$ cat src/rtl/core/b2b_msg_mem.sv
`default_nettype none
module b2b_msg_mem (
   input  wire logic        clock,
   input  wire logic        reset,
   input  wire logic        clear,
   input  wire logic        wr_en,
   input  wire logic [6:0]  wr_pos,
   input  wire logic [7:0]  wr_byte,
   input  wire logic [3:0]  rd_addr,
   output logic      [63:0] rd_data
);

   logic [63:0] mem [16];
   logic [15:0] vld_ff;
   logic [63:0] rd_ff;
   logic        rv_ff;

   // Per-word valid bits; an unwritten word reads as zero.
   always_ff @(posedge clock) begin
      if (reset || clear) begin
         vld_ff <= '0;
      end else if (wr_en) begin
         vld_ff[wr_pos[6:3]] <= 1'b1;
      end
   end

   // Byte write; the first byte into a cleared word zeroes the other lanes.
   always_ff @(posedge clock) begin
      if (wr_en) begin
         if (vld_ff[wr_pos[6:3]]) begin
            mem[wr_pos[6:3]][{wr_pos[2:0], 3'b000} +: 8] <= wr_byte;
         end else begin
            mem[wr_pos[6:3]] <= {56'b0, wr_byte} << {wr_pos[2:0], 3'b000};
         end
      end
   end

   // Registered read.
   always_ff @(posedge clock) begin
      rd_ff <= mem[rd_addr];
      rv_ff <= vld_ff[rd_addr];
   end

   assign rd_data = rv_ff ? rd_ff : 64'b0;

endmodule
`default_nettype wire

$ cat config.mk
export PLATFORM = sky130hd
export DESIGN_NAME = b2b_msg_mem
export DESIGN_NICKNAME = d
export VERILOG_FILES = /design/src/rtl/core/b2b_msg_mem.sv
export SDC_FILE = /design/constraint.sdc
export NUM_CORES = 1
export LEC_CHECK = 0
export BUFFER_PORTS_ARGS = -buffer_cell sky130_fd_sc_hd__buf_2
export CAP_MARGIN = 20
export CORE_MARGIN = 2
export CORE_UTILIZATION = 43
export DETAILED_ROUTE_END_ITERATION = 12
export PLACE_DENSITY = 0.64
export SYNTH_ARGS = -nofsm -noshare
export SYNTH_HDL_FRONTEND = slang
export SYNTH_SLANG_ARGS = --single-unit
$ cat constraint.sdc
create_clock -name clock -period 10.8 [get_ports clock]
set_input_delay 2.16 -clock clock [delete_from_list [all_inputs] [get_ports clock]]
set_output_delay 2.16 -clock clock [all_outputs]
set_load 0.005 [all_outputs]
-- Word level (Yosys, flattened, before mapping)
Memories as Yosys holds them, arrays and structs flattened. A register that Yosys moved wholly into a read port is not among the register bits.
Cells that the tools add are included.
- shift operators: 3
- bitwise gates (word level): 65
- mux-type cells: 77
- $add $sub $neg: 1
- reduce and logical (&&, ||, !) cells: 2
- $lt $le $gt $ge: 3
- operator list (cell ; number):
    64-bit 2-to-1 mux ; 2
    1-bit 2-to-1 mux ; 72
    1-bit OR ; 64
    8-bit by 8-bit variable shift with 64-bit output (first input constant) ; 1
    8-bit by 8-bit indexed part select with 64-bit output ; 1
    8-bit by 6-bit left shift with 64-bit output ; 1
    16-bit OR ; 1
    4-bit by 5-bit less-than comparator with 1-bit output (second input constant) ; 2
    1-bit binary-select mux with 4-bit select ; 2
    6-bit negation with 8-bit output ; 1
    1-bit demux with 4-bit select ; 1
    4-bit by 1-bit >= comparator with 1-bit output (second input constant) ; 1
    1-bit logical AND ; 1
    1-bit logical OR ; 1
- register bits: 17
- output and inout port bits: 64
- memories kept: 1
- logic and storage cells: 154
- RAM bits: 1024
- memory list (memory ; words ; width ; rd ports ; clocked after Yosys merged registers in ; write ports ; RTL line ; text):
    mem ; 16 ; 64 ; 1 ; 1 ; 1 ; 13 ; logic [63:0] mem [16];

-- Longest topological paths before layout
Gate-level depths: netlist (run 1).
- depth in word-level cells: 6
- depth in mapped cells: 10

-- Worst setup path before layout (run 1)
Ideal clock, no wire load.
- path kind: input to register
- from: input port wr_pos[1]
- to: memory mem[10][48], enable pin
- slack: 5773 ps
- setup time: 370 ps
- cell stages on the path: 9
- arrival: 4657 ps
- path buffers: 2
- cells stage by stage: buf_1 > inv_2 > ha_1 > ha_1 > nand2b_1 > nor4_2 > a21oi_4 > buf_6 > nor2_1
- cells in the longest elaborated chain, start to end: 4
- ends and longest elaborated chain (what ; RTL line ; text):
    start, declared ; 7 ; input wire logic [6:0] wr_pos,
    6-bit negation with 8-bit output ; 31 ; mem[wr_pos[6:3]][{wr_pos[2:0], 3'b000} +: 8] <= wr_byte;
    8-bit by 8-bit variable shift with 64-bit output ; 31 ;
    64-bit 2-to-1 mux (not written as such) ; 31 ;
    1-bit OR (no source line) ; - ;
    end, declared ; 13 ;
No other way between the ends.

-- Worst setup path after layout (run 1)
- from: input port wr_pos[1]
- to: memory mem[8][51], enable pin
The elaborated chain is that of the path after synthesis.

==> reports/results.tsv, run 1 <==
stage	metric	value	unit
logic_synthesis	yosysUniqueCellTypes	39	
die	design.core.area	99900	um2
timing	finalHoldViolations	0	
logic_synthesis	ys_warn_count	0	
cells_and_area	nNetsFinal	2188	
logic_synthesis	synth_compound_area_frac	0.0191	
routing	ant_nets	0	
cells_and_area	layout_commonest_cell	edfxtp_1	
logic_synthesis	synthSimpleGateAreaFrac	0.0395	
setup_path	crit_fanout	16	
timing	slew_headroom	0.206	
routing	drc	0	
clock_tree	cts_buffers	108	
worst_hold_path	hp-class	flop to flop	
cells_and_area	fillCellCount	7927	
die	ios	87	
die	floorplan.die.width	321	um
timing	drv_slew	0	
run_status	outcome	complete, no violations	
clock_tree	cts_hold_buf	0	
logic_synthesis	yosys.area.top_type	edfxtp_1	
routing	dr.pass1.iters	7	
die	dieArea	103000	um2
setup_path	required	11.11	ns
setup_path	path_class	primary input to flop	
logic_synthesis	yosys.area_share.adder	0.000870	
cells_and_area	drive_gt1_frac	0.318	
timing	setup_viol	0	
logic_synthesis	syn_inst	2015	
clock_tree	path_clk_slew	0.06	ns
logic_synthesis	syn_area	43200	um2
clock_tree	cts.htree.levels	3	
placement	place.gp.congestion	0.817	
die	initial_core_util	0.432	
timing	worstMarginPinSlew	1.19	ns
logic_synthesis	avgSynthCellArea	21.4	um2
routing	num_vias	20741	
clock_tree	cts_setup_buffers	0	
placement	port_buffers	86	
timing	clock_skew	0.0186	ns
cells_and_area	layout_common_cells	edfxtp_1, mux4_2, nor2_1	
logic_synthesis	synthMuxAreaShare	0.171	
logic_synthesis	synthXorXnorAreaFrac	0	
logic_synthesis	synth_nets	2041	
timing	rsz0062_at_grt	false	
setup_path	cp-start-kind	primary input	
logic_synthesis	ys_seq_area_frac	0.750	
cells_and_area	syn2layout_area_growth	13.0	%
timing	fin_crit_sh	0.452	
timing	tns	0	ns
power	ir_drop	0.119	mV
power	p_per_area	177	nW/um2
grt	grt_pass1_vias	21098	
logic_synthesis	synth_area_leaders	edfxtp_1, mux4_2, dfxtp_1, nor2_1, and2_1	
routing	drt_iter0_markers	2538	
clock_tree	clock_path_buffers	3	
grt	grt_pass1_wl	145000	um
grt	grt_usage	0.193	
timing	min_period	4.89	ns
routing	wl	98800	um
die	die_y	321	um
routing	wl_per_cell	27.7	um
flow_run	drv_cap	0	
setup_path	end_kind	flop	
cells_and_area	fin_util	0.488	
clock_tree	root_buffer	clkbuf_16	
logic_synthesis	synth_seq_cells	1105	
clock_tree	clock_sinks	1105	
clock_tree	clkLatencyLatePin	0.70	ns
die	core.rowCount	116	
placement	hpwlAfterDp	63100	um
clock_tree	post_cts_resized	0	
grt	grt_max_degree	122	
timing	clock.fmax	0.205	GHz
setup_path	worstPathArrival	5.19	ns
logic_synthesis	synth_top_area_share	0.712	
routing	vias_per_cell	5.81	
clock_tree	cts_tree	done	
grt	grt_overflow_total	0	
logic_synthesis	synth_top_family_by_area	multiplexers	
grt	antenna_found_initial	17	
power	leakagePower	17.4	nW
==> cells by family after synthesis <==
group                      after synthesis
DFF                                   1105
and+or+nand+nor                        342
muxes                                  333
buffers and inverters                  143
AOI/OAI and AO/OA                       89
adders and majority gates                3
==> per-stage QoR <==
step	instance area [um2]	cells	worst slack [ns]	hold slack, ns	total power, mW
2_1_floorplan	43200	2015	5.77	0.443	5.05
3_3_place_gp	45100	3323	5.23	0.473	5.16
3_5_place_dp	45200	3331	5.31	0.478	5.17
4_1_cts	48600	3537	6.03	0.487	8.71
5_1_grt	48800	3563	5.75	0.506	8.90
6_report	48800	3567	5.91	0.490	8.65
==> worst paths after layout <==
path | start | endpoint | slack [ns] | cells past startpoint
setup reg to reg | vld_ff[9] | mem[10][42] | 7.98 | 7
setup / recovery | wr_pos[1] | mem[8][51] | 5.91 | 8
hold / removal | vld_ff[7] | vld_ff[7] | 0.49 | 2
hold reg to reg | vld_ff[7] | vld_ff[7] | 0.49 | 2
==> Yosys cell counts (all sizes together) <==
master / number
a211oi: 3
a21o: 2
a21oi: 23
a22oi: 4
a2bb2oi: 1
and2: 65
buf: 74
clkbuf: 55
clkinv: 1
dfxtp: 81
edfxtp: 1024
ha: 3
inv: 13
mux2i: 8
mux4: 325
nand2: 40
nand2b: 4
nand3: 9
nand3b: 1
nand4: 56
nor2: 139
nor2b: 2
nor3: 23
nor4: 3
o21ai: 8
o31ai: 32
o41ai: 16
==> layout make-up <==
cell class / count / area [um2] / share of cell area
tap: 1298 / 1620 / 0.0333
antenna: 11 / 27.5 / 0.000564
multi-input combinational: 767 / 10200 / 0.209
clock inverter: 43 / 320 / 0.00657
sequential: 1105 / 32400 / 0.664
clock buffer: 163 / 3080 / 0.0632
timing repair buffer: 166 / 1090 / 0.0224
inverter: 14 / 52.6 / 0.00108
==> routing by layer <==
layer / global-route usage / up-vias / wire [um]
li1: - / 8697 / -
met1: 0.266 / 11050 / 40400
met2: 0.309 / 814 / 48300
met3: 0.0389 / 170 / 7390
met4: 0.0632 / 10 / 2650
met5: 0 / - / 69
==> critical path: stages <==
cell      delay [ns]
buf_2           0.28
inv_2           0.20
ha_1            0.25
ha_1            0.35
nand2b_1        0.20
nor4_2          0.75
a21oi_4         0.23
nor2_1          0.75
==> state kept, by name, summed over array words and instances (netlist names) <==
register	cells
mem	1024
vld_ff	16
rv_ff	1
rd_ff	64
==> power breakdown <==
part / internal [mW] / switching, mW
Clock: 2.00 / 1.57
Combinational: 0.123 / 0.255
Sequential: 4.69 / 0.00856
No activity file was read; power rests on OpenSTA's default activity.
==> inputs of run 2 (changes only) <==
- PLACE_DENSITY: 0.64 -> 0.66
- clock period: 10.8 -> 4 ns (I/O delays scaled with it)
==> run 2 against run 1 <==
Via count grew 4.4%. Cell count grew 4.5%. Sequential power grew to 2.7 times the previous value. Clock power grew to 3.0 times the previous value. Sequential share of layout area shrank 2.2 points. Worst hold slack is essentially flat. Worst setup slack lost 5.1 ns. Critical path depth shrank 5. Design area grew 3.4%. First-iteration DRC count shrank 3.3%. Count of clock-buffer cells in the layout shrank 16. Register-to-register slack lost 6.7 ns. Critical path type is now flop to output pin. Largest cell class unchanged.
==> reports/results.tsv, run 2 (synthesized netlist as in run 1, its figures left out) <==
stage	metric	value	unit
run_status	outcome	complete, no violations	
power	p_per_area	483	nW/um2
setup_path	crit_fanout	43	
cells_and_area	drive_gt1_frac	0.364	
timing	tns	0	ns
timing	whs	0.490	ns
cells_and_area	layout_commonest_cell	edfxtp_1	
flow_run	drv_cap	0	
die	ios	87	
timing	fin_crit_sh	0.789	
routing	num_vias	21663	
setup_path	path_cells	buf_4 > and2_1 > buf_2	
setup_path	slowest_stage	dfxtp_2	
setup_path	path_class	flop to output pin	
setup_path	r2r_end	mem[15][54]	
routing	wl	103000	um
setup_path	required	3.20	ns
timing	finalHoldViolations	0	
routing	drt_iter0_markers	2454	
power	p_int	19.3	mW
grt	grt_pass1_vias	21898	
timing	slew_headroom	0.289	
worst_hold_path	hp-class	primary input to flop	
clock_tree	cts.htree.levels	3	
power	power_switching	5.09	mW
die	core.rowCount	116	
grt	grt_pass1_wl	151000	um
setup_path	worstReg2RegStart	vld_ff[10]	
timing	worstMarginPinSlew	1.06	ns
clock_tree	cts_tree	done	
power	p_seq_frac	0.521	
grt	grt_max_degree	65	
timing	clock_skew	0.0530	ns
cells_and_area	nNetsFinal	2352	
timing	drv_slew	0	
worst_hold_path	holdPathStages	2	
setup_path	r2r_setup_slack	1.32	ns
power	sw_frac_of_total	0.209	
timing	clock.fmax	0.317	GHz
placement	port_buffers	86	
die	design.core.area	99900	um2
setup_path	cp-start-kind	flop	
power	ir_drop	0.363	mV
cells_and_area	syn2layout_area_growth	16.8	%
routing	ant_nets	0	
clock_tree	cts_buffers	110	
cells_and_area	largest_reg_flops	1024	
power	clkPwrFrac	0.434	
setup_path	ff2ff_path_depth	6	
die	dieArea	103000	um2
clock_tree	post_cts_resized	0	
grt	grt_usage	0.201	
power	power_frac_comb	0.045	
setup_path	worstPathArrival	2.35	ns
cells_and_area	layout_common_cells	edfxtp_1, mux4_2, buf_4	
routing	wl_per_cell	27.7	um
timing	rsz0062_at_grt	false	
clock_tree	cts_setup_buffers	0	
power	power	24.4	mW
die	floorplan.die.width	321	um
grt	antenna_found_initial	13	
routing	dr.pass1.iters	7	
placement	hpwlAfterDp	65400	um
timing	min_period	3.15	ns
clock_tree	clock_sinks	1105	
clock_tree	cts_hold_buf	0	
clock_tree	clock_path_buffers	3	
setup_path	max_stage_delay	0.67	ns
placement	place.gp.congestion	0.824	
worst_hold_path	hold-path-endpoint	vld_ff[7]	
routing	drc	0	
setup_path	end_kind	output pin	
die	die_y	321	um
clock_tree	root_buffer	clkbuf_16	
power	leakagePower	18.4	nW
timing	setup_viol	0	
die	initial_core_util	0.432	
worst_hold_path	hp-start	clear	
routing	vias_per_cell	5.81	
clock_tree	clkLatencyLatePin	0.71	ns
grt	grt_overflow_total	0	
clock_tree	path_clk_slew	0.06	ns
==> run 2: how the worst max path moves through the flow <==
stage,start,to,cells after the start
floorplan,wr_pos[1],mem[10][48],9
global placement,wr_pos[6],mem[6][60],6
detailed placement,wr_pos[6],mem[9][61],7
CTS,rv_ff,rd_data[37],3
global route,rv_ff,rd_data[36],3
finish,rv_ff,rd_data[37],3
==> run 2: metrics by stage <==
step / instance area [um2] / utilization / std cells / setup WS, ns
3_3_place_gp: 46600 / 0.466 / 3500 / 0.561
6_report: 50400 / 0.505 / 3726 / 0.846
3_5_place_dp: 46600 / 0.467 / 3504 / 0.394
4_1_cts: 50300 / 0.504 / 3711 / 0.725
5_1_grt: 50400 / 0.505 / 3724 / 0.696
2_1_floorplan: 43200 / - / 2015 / 0.333
==> run 2: critical path: cells and delay by family (launching register included) <==
family | cells | cell delay, ns
buffers and inverters | 2 | 0.69
DFF | 1 | 0.67
and+or+nand+nor | 1 | 0.23
==> run 2: power by group through the flow <==
stage          clock (mW)  combinational, mW  sequential (mW)
3_3_place_gp            0               1.08             12.9
2_1_floorplan           0              0.717             12.9
5_1_grt              11.2               1.17             12.7
6_report             10.6               1.11             12.7
3_5_place_dp            0               1.10             12.9
4_1_cts              10.7               1.11             12.7
==> run 2: layer usage <==
metal / vias to the layer above / global-route usage / wire [um]
met4: 14 / 0.0623 / 3040
met5: - / 0 / 99
met1: 11464 / 0.278 / 41400
met2: 964 / 0.324 / 50200
li1: 9013 / - / -
met3: 208 / 0.0416 / 8670
==> run 2: cell type report <==
| type | instances | area [um2] |
|---|---|---|
| sequential | 1105 | 32400 |
| inverter | 14 | 52.6 |
| antenna | 7 | 17.5 |
| timing repair buffer | 328 | 2460 |
| tap | 1298 | 1620 |
| clock inverter | 60 | 742 |
| multi-input combinational | 767 | 10100 |
| clock buffer | 147 | 3010 |
| fill | 7794 | 49400 |
