## config.mk

```make
export PLATFORM = sky130hd
export DESIGN_NAME = b2b_chain_mem
export DESIGN_NICKNAME = d
export VERILOG_FILES = /design/src/rtl/core/b2b_chain_mem.sv
export SDC_FILE = /design/constraint.sdc
export NUM_CORES = 1
export LEC_CHECK = 0
export BUFFER_PORTS_ARGS = -buffer_cell sky130_fd_sc_hd__clkbuf_2
export CORE_ASPECT_RATIO = 1.5
export CORE_MARGIN = 2
export CORE_UTILIZATION = 35
export DETAILED_ROUTE_END_ITERATION = 6
export GPL_TIMING_DRIVEN = 0
export PLACE_DENSITY = 0.6
export SLEW_MARGIN = 20
export SYNTH_ARGS = -nofsm -noshare
export SYNTH_HDL_FRONTEND = slang
export SYNTH_SLANG_ARGS = --single-unit
```

## constraint.sdc

```tcl
create_clock -name clock -period 7.8 [get_ports clock]
set_clock_uncertainty 0.05 [all_clocks]
set_input_delay 1.56 -clock clock [delete_from_list [all_inputs] [get_ports clock]]
set_output_delay 1.56 -clock clock [all_outputs]
set_load 0.005 [all_outputs]
```

## src/rtl/core/b2b_chain_mem.sv

```systemverilog
`default_nettype none
module b2b_chain_mem (
   input  wire logic        clock,
   input  wire logic        reset,
   input  wire logic        wr_en,
   input  wire logic [2:0]  wr_addr,
   input  wire logic [63:0] wr_data,
   input  wire logic        rd_en,
   input  wire logic [2:0]  rd_addr,
   output logic      [63:0] rd_data
);

   logic [63:0] mem [8];
   logic [7:0]  vld_ff;
   logic [63:0] rd_ff;
   logic        rv_ff;

   // Words never written since reset read as zero.
   always_ff @(posedge clock) begin
      if (reset) begin
         vld_ff <= '0;
      end else if (wr_en) begin
         vld_ff[wr_addr] <= 1'b1;
      end
   end

   always_ff @(posedge clock) begin
      if (wr_en) begin
         mem[wr_addr] <= wr_data;
      end
   end

   // Read data holds between reads so the emitter can pick bytes from it.
   always_ff @(posedge clock) begin
      if (rd_en) begin
         rd_ff <= mem[rd_addr];
         rv_ff <= vld_ff[rd_addr];
      end
   end

   assign rd_data = rv_ff ? rd_ff : 64'b0;

endmodule
`default_nettype wire

```

Word-level counts from Yosys, hierarchy flattened

Memory sizes are Yosys's and may differ from the RTL's. A register that Yosys moved wholly into a read port is not among the register bits.
Cells that the tools add are included.

Magnitude comparators: 3
Mux-type cells: 7
Bitwise logic cells: 1
Reduce and logical (&&, ||, !) cells: 1

Operator list:

| cell                                                                                | count |
|---|---|
| 64-bit 2-to-1 mux                                                                   | 1 |
| 3-bit by 4-bit < comparator with 1-bit output, second input constant                | 2 |
| 8-bit bitwise OR                                                                    | 1 |
| 1-bit 2-to-1 mux                                                                    | 4 |
| 1-bit binary-select mux with 3-bit select                                           | 1 |
| 1-bit demux with 3-bit select                                                       | 1 |
| 3-bit by 1-bit greater-or-equal comparator with 1-bit output, second input constant | 1 |
| 1-bit logical AND                                                                   | 1 |

Register bits: 9
Bits in writable memories: 512
Input bits: 74
Output and inout port bits: 64
Logic and storage cells: 15
Memories: 1

Memory list:

| memory | words | bits a word | read ports | clocked after Yosys merged registers in | wr ports | line | source |
|---|---|---|---|---|---|---|---|
| mem    | 8     | 64          | 1          | 1                                       | 1        | 13   | `logic [63:0] mem [8];` |

Longest topological paths before layout

Gate-level depths: netlist of the first run.

Depth after elaboration: 5
Mapped depth: 5
Depth with buffers taken out: 2

Worst setup path before layout of the first run

OpenSTA, ideal clock, no wires.

Kind: input port to flip-flop
Start point: in wr_addr[0]
End point: mem mem[7][0], enable pin
Setup time: 0.488 ns
Data arrival time: 4.309 ns
Required time: 7.262 ns
Slack: 2.953 ns
Stages on the path: 2
Path buffers: 0
Cells stage by stage: nand2_1 nor2_1

RTL lines:

| element     | line | source |
|---|---|---|
| from (decl) | 6    | `input wire logic [2:0] wr_addr,` |
| to (decl)   | 13   |  |

Straight into the memory's write port.

Worst setup path after layout of the first run

Start point: reg rv_ff
End point: out rd_data[21]

Word-level cells in the longest chain between the ends: 1

RTL lines:

| element                | line | source |
|---|---|---|
| from (decl)            | 16   | `logic rv_ff;` |
| from (signal assigned) | 37   | `rv_ff <= vld_ff[rd_addr];` |
| 64-bit 2-to-1 mux      | 41   | `assign rd_data = rv_ff ? rd_ff : 64'b0;` |
| to (decl)              | 10   | `output logic [63:0] rd_data` |

No other way between the ends.

==> results of run 1 <==
==> through the flow <==
| stage | hold WS (ns) | std cells | area [sq um] |
|---|---|---|---|
| floorplan | 0.372 | 920 | 22000 |
| global placement | 0.384 | 1851 | 23600 |
| detailed placement | 0.397 | 1862 | 24000 |
| CTS | 0.406 | 1952 | 25500 |
| global route | 0.432 | 1953 | 25500 |
| finish | 0.403 | 1953 | 25500 |
==> worst register-to-register path: stages, from the launching register on <==
cell and delay, ns:
edfxtp_1 0.37, mux4_2 0.48, mux2_2 0.30
==> sequential cells by signal, summed over array words and instances (netlist names) <==
register	count
vld_ff	8
mem	512
rv_ff	1
rd_ff	64
==> layout make-up <==
cell class	instances	area share [%]
plain buffers	43	0.976
diodes	1	0.00981
inverters	14	0.304
clock inverters	22	0.584
clock buffers	68	5.46
flip-flops and latches	585	68.5
repair buffers	144	3.77
well taps	798	3.91
multi-input cells	278	16.4
==> layer usage <==
| metal | wire length, um | vias to the layer above | part of all wire (%) | GRT usage [%] |
|---|---|---|---|---|
| met5 | 77 | - | 0.17 | 0 |
| met4 | 1010 | 12 | 2.2 | 4.46 |
| met3 | 2080 | 75 | 4.5 | 2.73 |
| met2 | 25100 | 221 | 54 | 26.7 |
| met1 | 17800 | 5115 | 39 | 16.9 |
| li1 | - | 4228 | - | - |
==> layout by cell type (no fill, tap or decap) <==
| cell | Yosys | final |
|---|---|---|
| edfxtp_1 | 577 | 577 |
| clkbuf_2 | 0 | 132 |
| mux4_2 | 130 | 130 |
| mux2_2 | 65 | 65 |
| and2_1 | 64 | 64 |
| clkbuf_16 | 0 | 53 |
| clkbuf_1 | 22 | 36 |
| buf_6 | 11 | 11 |
| clkinv_1 | 0 | 11 |
| buf_16 | 0 | 9 |
| clkinv_2 | 0 | 8 |
| dfxtp_1 | 8 | 8 |
| inv_1 | 14 | 7 |
| a21oi_1 | 7 | 7 |
| buf_1 | 6 | 6 |
| buf_2 | 4 | 4 |
| inv_4 | 0 | 4 |
| nand4b_1 | 3 | 3 |
| inv_6 | 0 | 3 |
| nand4bb_1 | 3 | 3 |
| nand2_1 | 2 | 2 |
| bufinv_16 | 0 | 2 |
| clkbuf_8 | 0 | 2 |
| buf_12 | 0 | 2 |
| diode_2 | 0 | 1 |
| nor2_4 | 0 | 1 |
| or4b_2 | 1 | 1 |
| a41oi_1 | 1 | 1 |
| nor2_1 | 2 | 1 |
| clkinvlp_4 | 0 | 1 |
==> cells by family (layout without fill, tap and decap cells) <==
group / count (synthesis) / count (layout)
DFF: 585 / 585
muxes: 195 / 195
and+or+nand+nor: 75 / 75
buffers and inverters: 57 / 291
AOI/OAI and AO/OA: 8 / 8
other: 0 / 1
==> path summary, 6_finish.rpt <==
path	start	endpoint	slack [ns]	cells past startpoint
max	rv_ff$_DFFE_PP_	rd_data[21]	3.88	3
min	vld_ff[5]$_SDFFE_PP0P_	vld_ff[5]$_SDFFE_PP0P_	0.40	2
max reg2reg	mem[7][39]$_DFFE_PP_	rd_ff[39]$_DFFE_PP_	6.35	2
min reg2reg	vld_ff[5]$_SDFFE_PP0P_	vld_ff[5]$_SDFFE_PP0P_	0.40	2
==> power by group through the flow <==
stage,clock [mW],sequential (mW),combinational [mW]
6_report,2.37,3.61,0.355
5_1_grt,2.54,3.62,0.389
4_1_cts,2.43,3.61,0.368
3_5_place_dp,0,3.68,0.366
3_3_place_gp,0,3.68,0.346
2_1_floorplan,0,3.67,0.206
==> results.ini, run 1 <==
[cts]
cts_tree = done
clk_pin_slew_ns = 0.06
cts_root_buf = clkbuf_16
clock_sinks = 585
htree_levels = 2
cts_made_buffers = 52
clockBufferDepth = 3
clk_latency_ns = 0.56
cts_hold_buf = 0
cts_setup_buffers = 0
ctsResizeCount = 0

[timing]
period_minus_slack_ns = 3.92
tns_ns = 0
hold_viol = 0
grt_setup_unrepaired = no
worst_slew_pin_slew_ns = 0.913
setup_viol = 0
slew_viol_final = 0
clock.fmax_mhz = 255
setup_ws_ns = 3.88
max-slew-margin-rel_pct = 39.1
period_share_pct = 50.2

[power]
power_density_nw_per_um2 = 248
p_seq_share_pct = 57.0
power_frac_clock_pct = 37.4
power_switching_mw = 1.27
p_comb_share_pct = 5.6
ir_drop_mv = 0.144
finalPower_mw = 6.34
p_sw_share_pct = 20.1
intPower_mw = 5.06
cellLeakagePower_nw = 8.26

[global_route]
antenna_found_initial = 7
gr-usage-all-layers_pct = 14.5
gr-total-overflow = 0
grt_pass1_wl_um = 68800
grt_max_degree = 66
grt_pass1_vias = 10596

[die]
ios = 138
rows = 112
start_util_pct = 35.3
core_area_sq_um = 62200
die_w_um = 209
die_area_sq_um = 64900
die_y_um = 311

[cells_and_area]
drive_gt1_share_pct = 37.1
finalNetCount = 1192
fillers = 5494
multi_input_area_sq_um = 4200
area_growth_pct = 16.1
fin_util_pct = 41.0
regArea_sq_um = 17500

[worst_setup_path]
path_buf_inv = 2
critPathCaptureType = output pin
crit_family = flip-flops
critPathArrivalTime_ns = 2.31
cp_slowest_cell = edfxtp_1
crit_chain = clkbuf_1 > and2_1 > clkbuf_2
critPathRequiredTime_ns = 6.19
worst_setup_path_start_kind = flip-flop
max_stage_delay_ns = 0.78
crit_type = reg -> out
path_max_fanout = 10

[route]
via_per_inst = 4.94
drt_wl_total_um = 46100
post_drt_wl_per_cell_um = 23.6
dr.pass1.iters = 6
dr_total_vias = 9651
drt.antenna.violating_nets = 0
drt_iter0_markers = 765
drc = 0

[yosys]
synthArstFlopShare_pct = 0
yosys.area_share.simple_pct = 2.21
seq_area_frac_synth_pct = 79.6
synth-edff-count = 577
syn_nets = 994
synth_compound_area_share_pct = 0.199
ys_seq_elements = 585
syn_avg_cell_area_sq_um = 23.9
synth_ff_type = edfxtp_1
synth_common_cells = edfxtp_1 (577), mux4_2 (130), mux2_2 (65), and2_1 (64), clkbuf_1 (22)
synth_top_area_cell = edfxtp_1
yosys.area_share.adder_pct = 0
synthTopCellsByArea = edfxtp_1 (79%), mux4_2 (13%), mux2_2 (3.3%)
syn_area_sq_um = 22000
synth_most_common_cell = edfxtp_1
ys_warn_count = 0
synth_xor_xnor_area_share_pct = 0
synth_top_cell_area_share_pct = 78.8
muxShareOfSynthArea_pct = 16.7
synth_top_family_by_area = multiplexers
yosysUniqueCellTypes = 17
synth_cells = 920

[placed_design]
gp_congestion = 0.685
dp_slack_ns = 4.10
io_buffers = 133
dpl.hpwl_um = 28200

[min_path]
holdCritPathClass = reg -> reg

[run]
drv_cap = 0

[run_status]
status = complete, no violations

No activity file was read; power rests on OpenSTA's default activity.
==> run 2, diff against run 1 <==
Settings changed: ABC_AREA set to 1, PLACE_DENSITY 0.6 to 0.61.
Clock period 7.8 ns to 3.3 ns, I/O delays scaled along.
==> run 2 against run 1 <==
  * Clock power rose to 2.6 times the previous value
  * Via count up 68%
  * Global-route usage grew 2.2 points
  * Total power rose by 150%
  * Die area rose by 14%
  * Register-to-register slack worse by 4.3 ns
  * Final cell count grew 87%
  * Critical endpoint is now rd_data[17]
  * Largest cell class unchanged
==> results.ini, run 2 <==
[run_status]
status = complete, no violations

[timing]
hold_viol = 0
holdWs_ns = 0.300
period_minus_slack_ns = 2.74
max-slew-margin-rel_pct = 35.6
period_share_pct = 83.0
grt_setup_unrepaired = no
clock.fmax_mhz = 365
slew_viol_final = 0
worst_slew_pin_slew_ns = 0.966
setup_ws_ns = 0.561
setup_viol = 0

[placed_design]
place.detailed.instances = 3544
io_buffers = 134
gp_congestion = 0.748
dp_slack_ns = 0.318
dpl.hpwl_um = 39800

[worst_setup_path]
critPathRequiredTime_ns = 2.59
endpoint = rd_data[17]
critPathArrivalTime_ns = 2.03
crit_type = reg -> out
path_max_fanout = 10
crit_start = rv_ff$_DFFE_PP_
rr_startpoint = mem[5][10]$_DFFE_PP_
max_stage_delay_ns = 0.53
reg2reg_slack_ns = 2.09
critPathCaptureType = output pin
crit_chain = buf_4 > clkbuf_1 > nand2_1 > inv_1 > clkbuf_2
crit_family = buffers and inverters
cp_slowest_cell = clkbuf_1
cp_num_cells = 5
path_buf_inv = 4
r2r_end = rd_ff[10]$_DFFE_PP_
reg2reg_depth = 6
worst_setup_path_start_kind = flip-flop

[route]
via_per_inst = 4.46
drc = 0
drt.antenna.violating_nets = 0
drt_wl_total_um = 61700
drt_iter0_markers = 890
dr_total_vias = 16250
post_drt_wl_per_cell_um = 16.9
dr.pass1.iters = 5

[cts]
cts_made_buffers = 52
htree_levels = 2
cts_setup_buffers = 4
clock_sinks = 585
cts_hold_buf = 0
clk_latency_ns = 0.58
cts_tree = done
cts_root_buf = clkbuf_16
clk_pin_slew_ns = 0.07
ctsResizeCount = 0
clockBufferDepth = 3

[die]
start_util_pct = 35.3
rows = 120
die_area_sq_um = 74000
die_w_um = 223
die_y_um = 332
core_area_sq_um = 71200
ios = 138

[global_route]
grt_max_degree = 42
gr-total-overflow = 0
grt_pass1_vias = 15929
antenna_found_initial = 13
gr-usage-all-layers_pct = 16.7
grt_pass1_wl_um = 92200

[yosys]
synth_common_cells = nand2_1 (918), inv_1 (597), edfxtp_1 (577), nand3_1 (260), buf_2 (53)
syn_area_sq_um = 25100
synth_ff_type = edfxtp_1
syn_avg_cell_area_sq_um = 10.1
synthTopCellsByArea = edfxtp_1 (69%), nand2_1 (14%), inv_1 (8.9%)
synthArstFlopShare_pct = 0
synth_top_area_cell = edfxtp_1
seq_area_frac_synth_pct = 69.6
synth_most_common_cell = nand2_1
synth_cells = 2484
synth_top_cell_area_share_pct = 69.0
synth-edff-count = 577
yosysUniqueCellTypes = 14
ys_seq_elements = 585
ys_warn_count = 0
syn_nets = 2558

[cells_and_area]
regArea_sq_um = 17500
regMostFlops = mem
fillers = 6869
reg_top3 = mem x512, rd_ff x64, vld_ff x8
mostFrequentLayoutCells = nand2_1 (918), inv_1 (590), edfxtp_1 (577)
final_common_cell = nand2_1
multi_input_area_sq_um = 4820
drive_gt1_share_pct = 11.3
stdcell_count = 3646
finalNetCount = 2760
area_growth_pct = 15.3
fin_util_pct = 40.7
largest_register_ffs = 512

[min_path]
holdCritPathClass = in -> reg
hold_path_depth = 1
worstHoldStart = wr_data[22]

[power]
ir_drop_mv = 0.349
power_density_nw_per_um2 = 546
cellLeakagePower_nw = 13.6

[run]
drv_cap = 0

-- run 2: area by class of cell --
| type | count | share of cell area [%] |
|---|---|---|
| flip-flops and latches | 585 | 60.4 |
| multi-input cells | 1192 | 16.6 |
| inverters | 599 | 7.83 |
| clock buffers | 63 | 4.71 |
| well taps | 915 | 3.95 |
| repair buffers | 149 | 3.34 |
| plain buffers | 107 | 1.97 |
| clock inverters | 30 | 1.13 |
| diodes | 6 | 0.0518 |
-- run 2: routing by layer --
layer  up-vias  global-route usage, %  part of all wire [%]  routed length (um)
met1      7671                   18.1                    38               23500
met3       117                   2.56                   5.2                3230
met4        16                   7.08                   3.4                2100
met2       371                   31.8                    53               32800
met5         -                      0                  0.16                  96
li1       8075                      -                     -                   -
-- run 2: kinds of logic after synthesis --
| logic type | Yosys count | share of synthesized area, % |
|---|---|---|
| and+or+nand+nor | 1185 | 19.0 |
| buffers and inverters | 707 | 11.2 |
| DFF | 585 | 69.6 |
| AOI/OAI and AO/OA | 7 | 0.139 |
-- run 2: worst min path at each step --
stage,endpoint
global placement,vld_ff[0]$_SDFFE_PP0P_
CTS,mem[3][36]$_DFFE_PP_
global route,mem[3][36]$_DFFE_PP_
floorplan,vld_ff[0]$_SDFFE_PP0P_
detailed placement,vld_ff[0]$_SDFFE_PP0P_
finish,mem[4][22]$_DFFE_PP_
-- run 2: through the flow --
step / total power [mW] / cell area [sq um] / TNS [ns]
global route: 16.4 / 29000 / 0
CTS: 16.0 / 28900 / 0
floorplan: 9.34 / 25100 / 0
global placement: 9.85 / 26900 / -452.39
finish: 15.8 / 29000 / 0
detailed placement: 9.88 / 27200 / 0
-- run 2: power breakdown --
group          internal (mW)  switching, mW
clock                   3.48           2.64
combinational          0.352          0.821
sequential              8.47         0.0608
total                   12.3           3.52
==> run 3, diff against run 2 <==
Settings changed: ABC_AREA 1 to 0, PLACE_DENSITY 0.61 to 0.6.
Clock period 3.3 ns to 2.9 ns, I/O delays scaled along.
==> run 3 against run 2 <==
  * Flip-flop and latch count did not move
  * Largest power group unchanged
  * Critical endpoint is now rd_data[23]
  * Via count fell by 41%
  * Combinational power fell by 17%
  * Highest routed layer unchanged
  * Worst setup slack got worse by 0.25 ns
==> results.ini, run 3 (same netlist as run 1, synthesis figures left out) <==
[route]
drt_iter0_markers = 592
post_drt_wl_per_cell_um = 23.8
drt_wl_total_um = 46900
via_per_inst = 4.88
drt.antenna.violating_nets = 0
dr_total_vias = 9608
drc = 0
dr.pass1.iters = 4

[cts]
cts_hold_buf = 0
clk_pin_slew_ns = 0.06
cts_tree = done
htree_levels = 2
cts_made_buffers = 54
clock_sinks = 585
clk_latency_ns = 0.58
clockBufferDepth = 3
cts_root_buf = clkbuf_16

[worst_setup_path]
critPathArrivalTime_ns = 1.96
crit_type = reg -> out
critPathCaptureType = output pin
max_stage_delay_ns = 0.38
path_max_fanout = 10
critPathRequiredTime_ns = 2.27
crit_chain = buf_12 > clkbuf_1 > and2_1 > clkbuf_2
cp_slowest_cell = edfxtp_1
worst_setup_path_start_kind = flip-flop

[timing]
period_minus_slack_ns = 2.59
holdWs_ns = 0.224
tns_ns = 0
period_share_pct = 89.3
clock.fmax_mhz = 386
setup_ws_ns = 0.312
worst_slew_pin_slew_ns = 0.833
setup_viol = 0
grt_setup_unrepaired = no
max-slew-margin-rel_pct = 44.5
hold_viol = 0
slew_viol_final = 0

[run]
drv_cap = 0

[placed_design]
dp_slack_ns = 0.146
io_buffers = 133
gp_congestion = 0.672
dpl.hpwl_um = 28200

[cells_and_area]
regMostFlops = mem
reg_top3 = mem x512, rd_ff x64, vld_ff x8
drive_gt1_share_pct = 38.6
final_common_cell = edfxtp_1
area_growth_pct = 17.6
fillers = 5430
finalNetCount = 1200
mostFrequentLayoutCells = edfxtp_1 (577), clkbuf_2 (132), mux4_2 (130)
largest_register_ffs = 512

[global_route]
gr-usage-all-layers_pct = 14.5
grt_pass1_vias = 10466
grt_max_degree = 66
antenna_found_initial = 6
grt_pass1_wl_um = 68700
gr-total-overflow = 0

[power]
power_switching_mw = 3.60
ir_drop_mv = 0.414
p_seq_share_pct = 54.7
p_comb_share_pct = 5.5
intPower_mw = 14.1
cellLeakagePower_nw = 8.39
p_sw_share_pct = 20.3
power_density_nw_per_um2 = 686
power_frac_clock_pct = 39.8

[die]
die_y_um = 311
rows = 112
die_w_um = 209
die_area_sq_um = 64900
ios = 138
start_util_pct = 35.3
core_area_sq_um = 62200

[run_status]
status = complete, no violations

[min_path]
holdCritPathClass = in -> reg

-- run 3: cell count changes in the layout (fill, tap and decap cells not counted), moves of 25 or more --
cell     before  now
and2_1        0   64
buf_2        53    4
buf_4        27    2
inv_1       590    7
mux2_2        0   65
mux4_2        0  130
nand2_1     918    2
nand3_1     260    0
-- run 3: cell type report --
class / count / area (sq um) / share of cell area, %
plain buffers: 43 / 249 / 0.963
well taps: 798 / 998 / 3.86
flip-flops and latches: 585 / 17500 / 67.7
clock inverters: 32 / 303 / 1.17
multi-input cells: 278 / 4200 / 16.2
repair buffers: 150 / 1060 / 4.09
inverters: 14 / 86.3 / 0.334
diodes: 1 / 2.50 / 0.00968
clock buffers: 67 / 1460 / 5.66
-- run 3: path summary, 6_finish.rpt --
kind | slack (ns) | start | cells past startpoint | to
max | 0.31 | rv_ff$_DFFE_PP_ | 4 | rd_data[23]
min reg2reg | 0.40 | vld_ff[6]$_SDFFE_PP0P_ | 2 | vld_ff[6]$_SDFFE_PP0P_
max reg2reg | 1.45 | mem[7][52]$_DFFE_PP_ | 2 | rd_ff[52]$_DFFE_PP_
min | 0.22 | wr_data[4] | 1 | mem[6][4]$_DFFE_PP_
-- run 3: what timing repair did --
item | 4_1_cts | 5_1_grt
buffers inserted | 3 | 0
hold endpoints to repair | 0 | 0
resized for setup | 0 | 0
endpoints found under the setup margin | 38 | 0
-- run 3: stage by stage --
step	total power, mW	utilization (%)	std cells	cell area (sq um)
after floorplan	10.4	-	920	22000
after global placement	10.8	38.0	1851	23600
after detailed placement	10.9	38.6	1865	24000
after CTS	18.0	41.5	1967	25800
after global routing	18.3	41.5	1968	25800
final	17.7	41.5	1968	25800
-- run 3: routing by layer --
metal,GRT usage (%),share of wire [%],wire [um],up-vias
met4,3.98,2.1,971,10
met5,0,0.15,69,-
met3,2.99,5.0,2350,70
met2,27.1,55,25800,205
met1,16.8,38,17700,5067
li1,-,-,-,4256
-- run 3: power by group through the flow --
| stage | clock network [mW] | registers, mW | logic (mW) |
|---|---|---|---|
| finish | 7.05 | 9.71 | 0.975 |
| CTS | 7.23 | 9.71 | 1.01 |
| floorplan | 0 | 9.87 | 0.554 |
| detailed placement | 0 | 9.90 | 0.997 |
| global placement | 0 | 9.90 | 0.936 |
| global route | 7.53 | 9.73 | 1.06 |
-- run 3: critical path: cells and delay by family, from the launching register on --
| family | cells | cell delay (ns) |
|---|---|---|
| buf+inv | 3 | 0.67 |
| flops | 1 | 0.38 |
| simple gates | 1 | 0.31 |
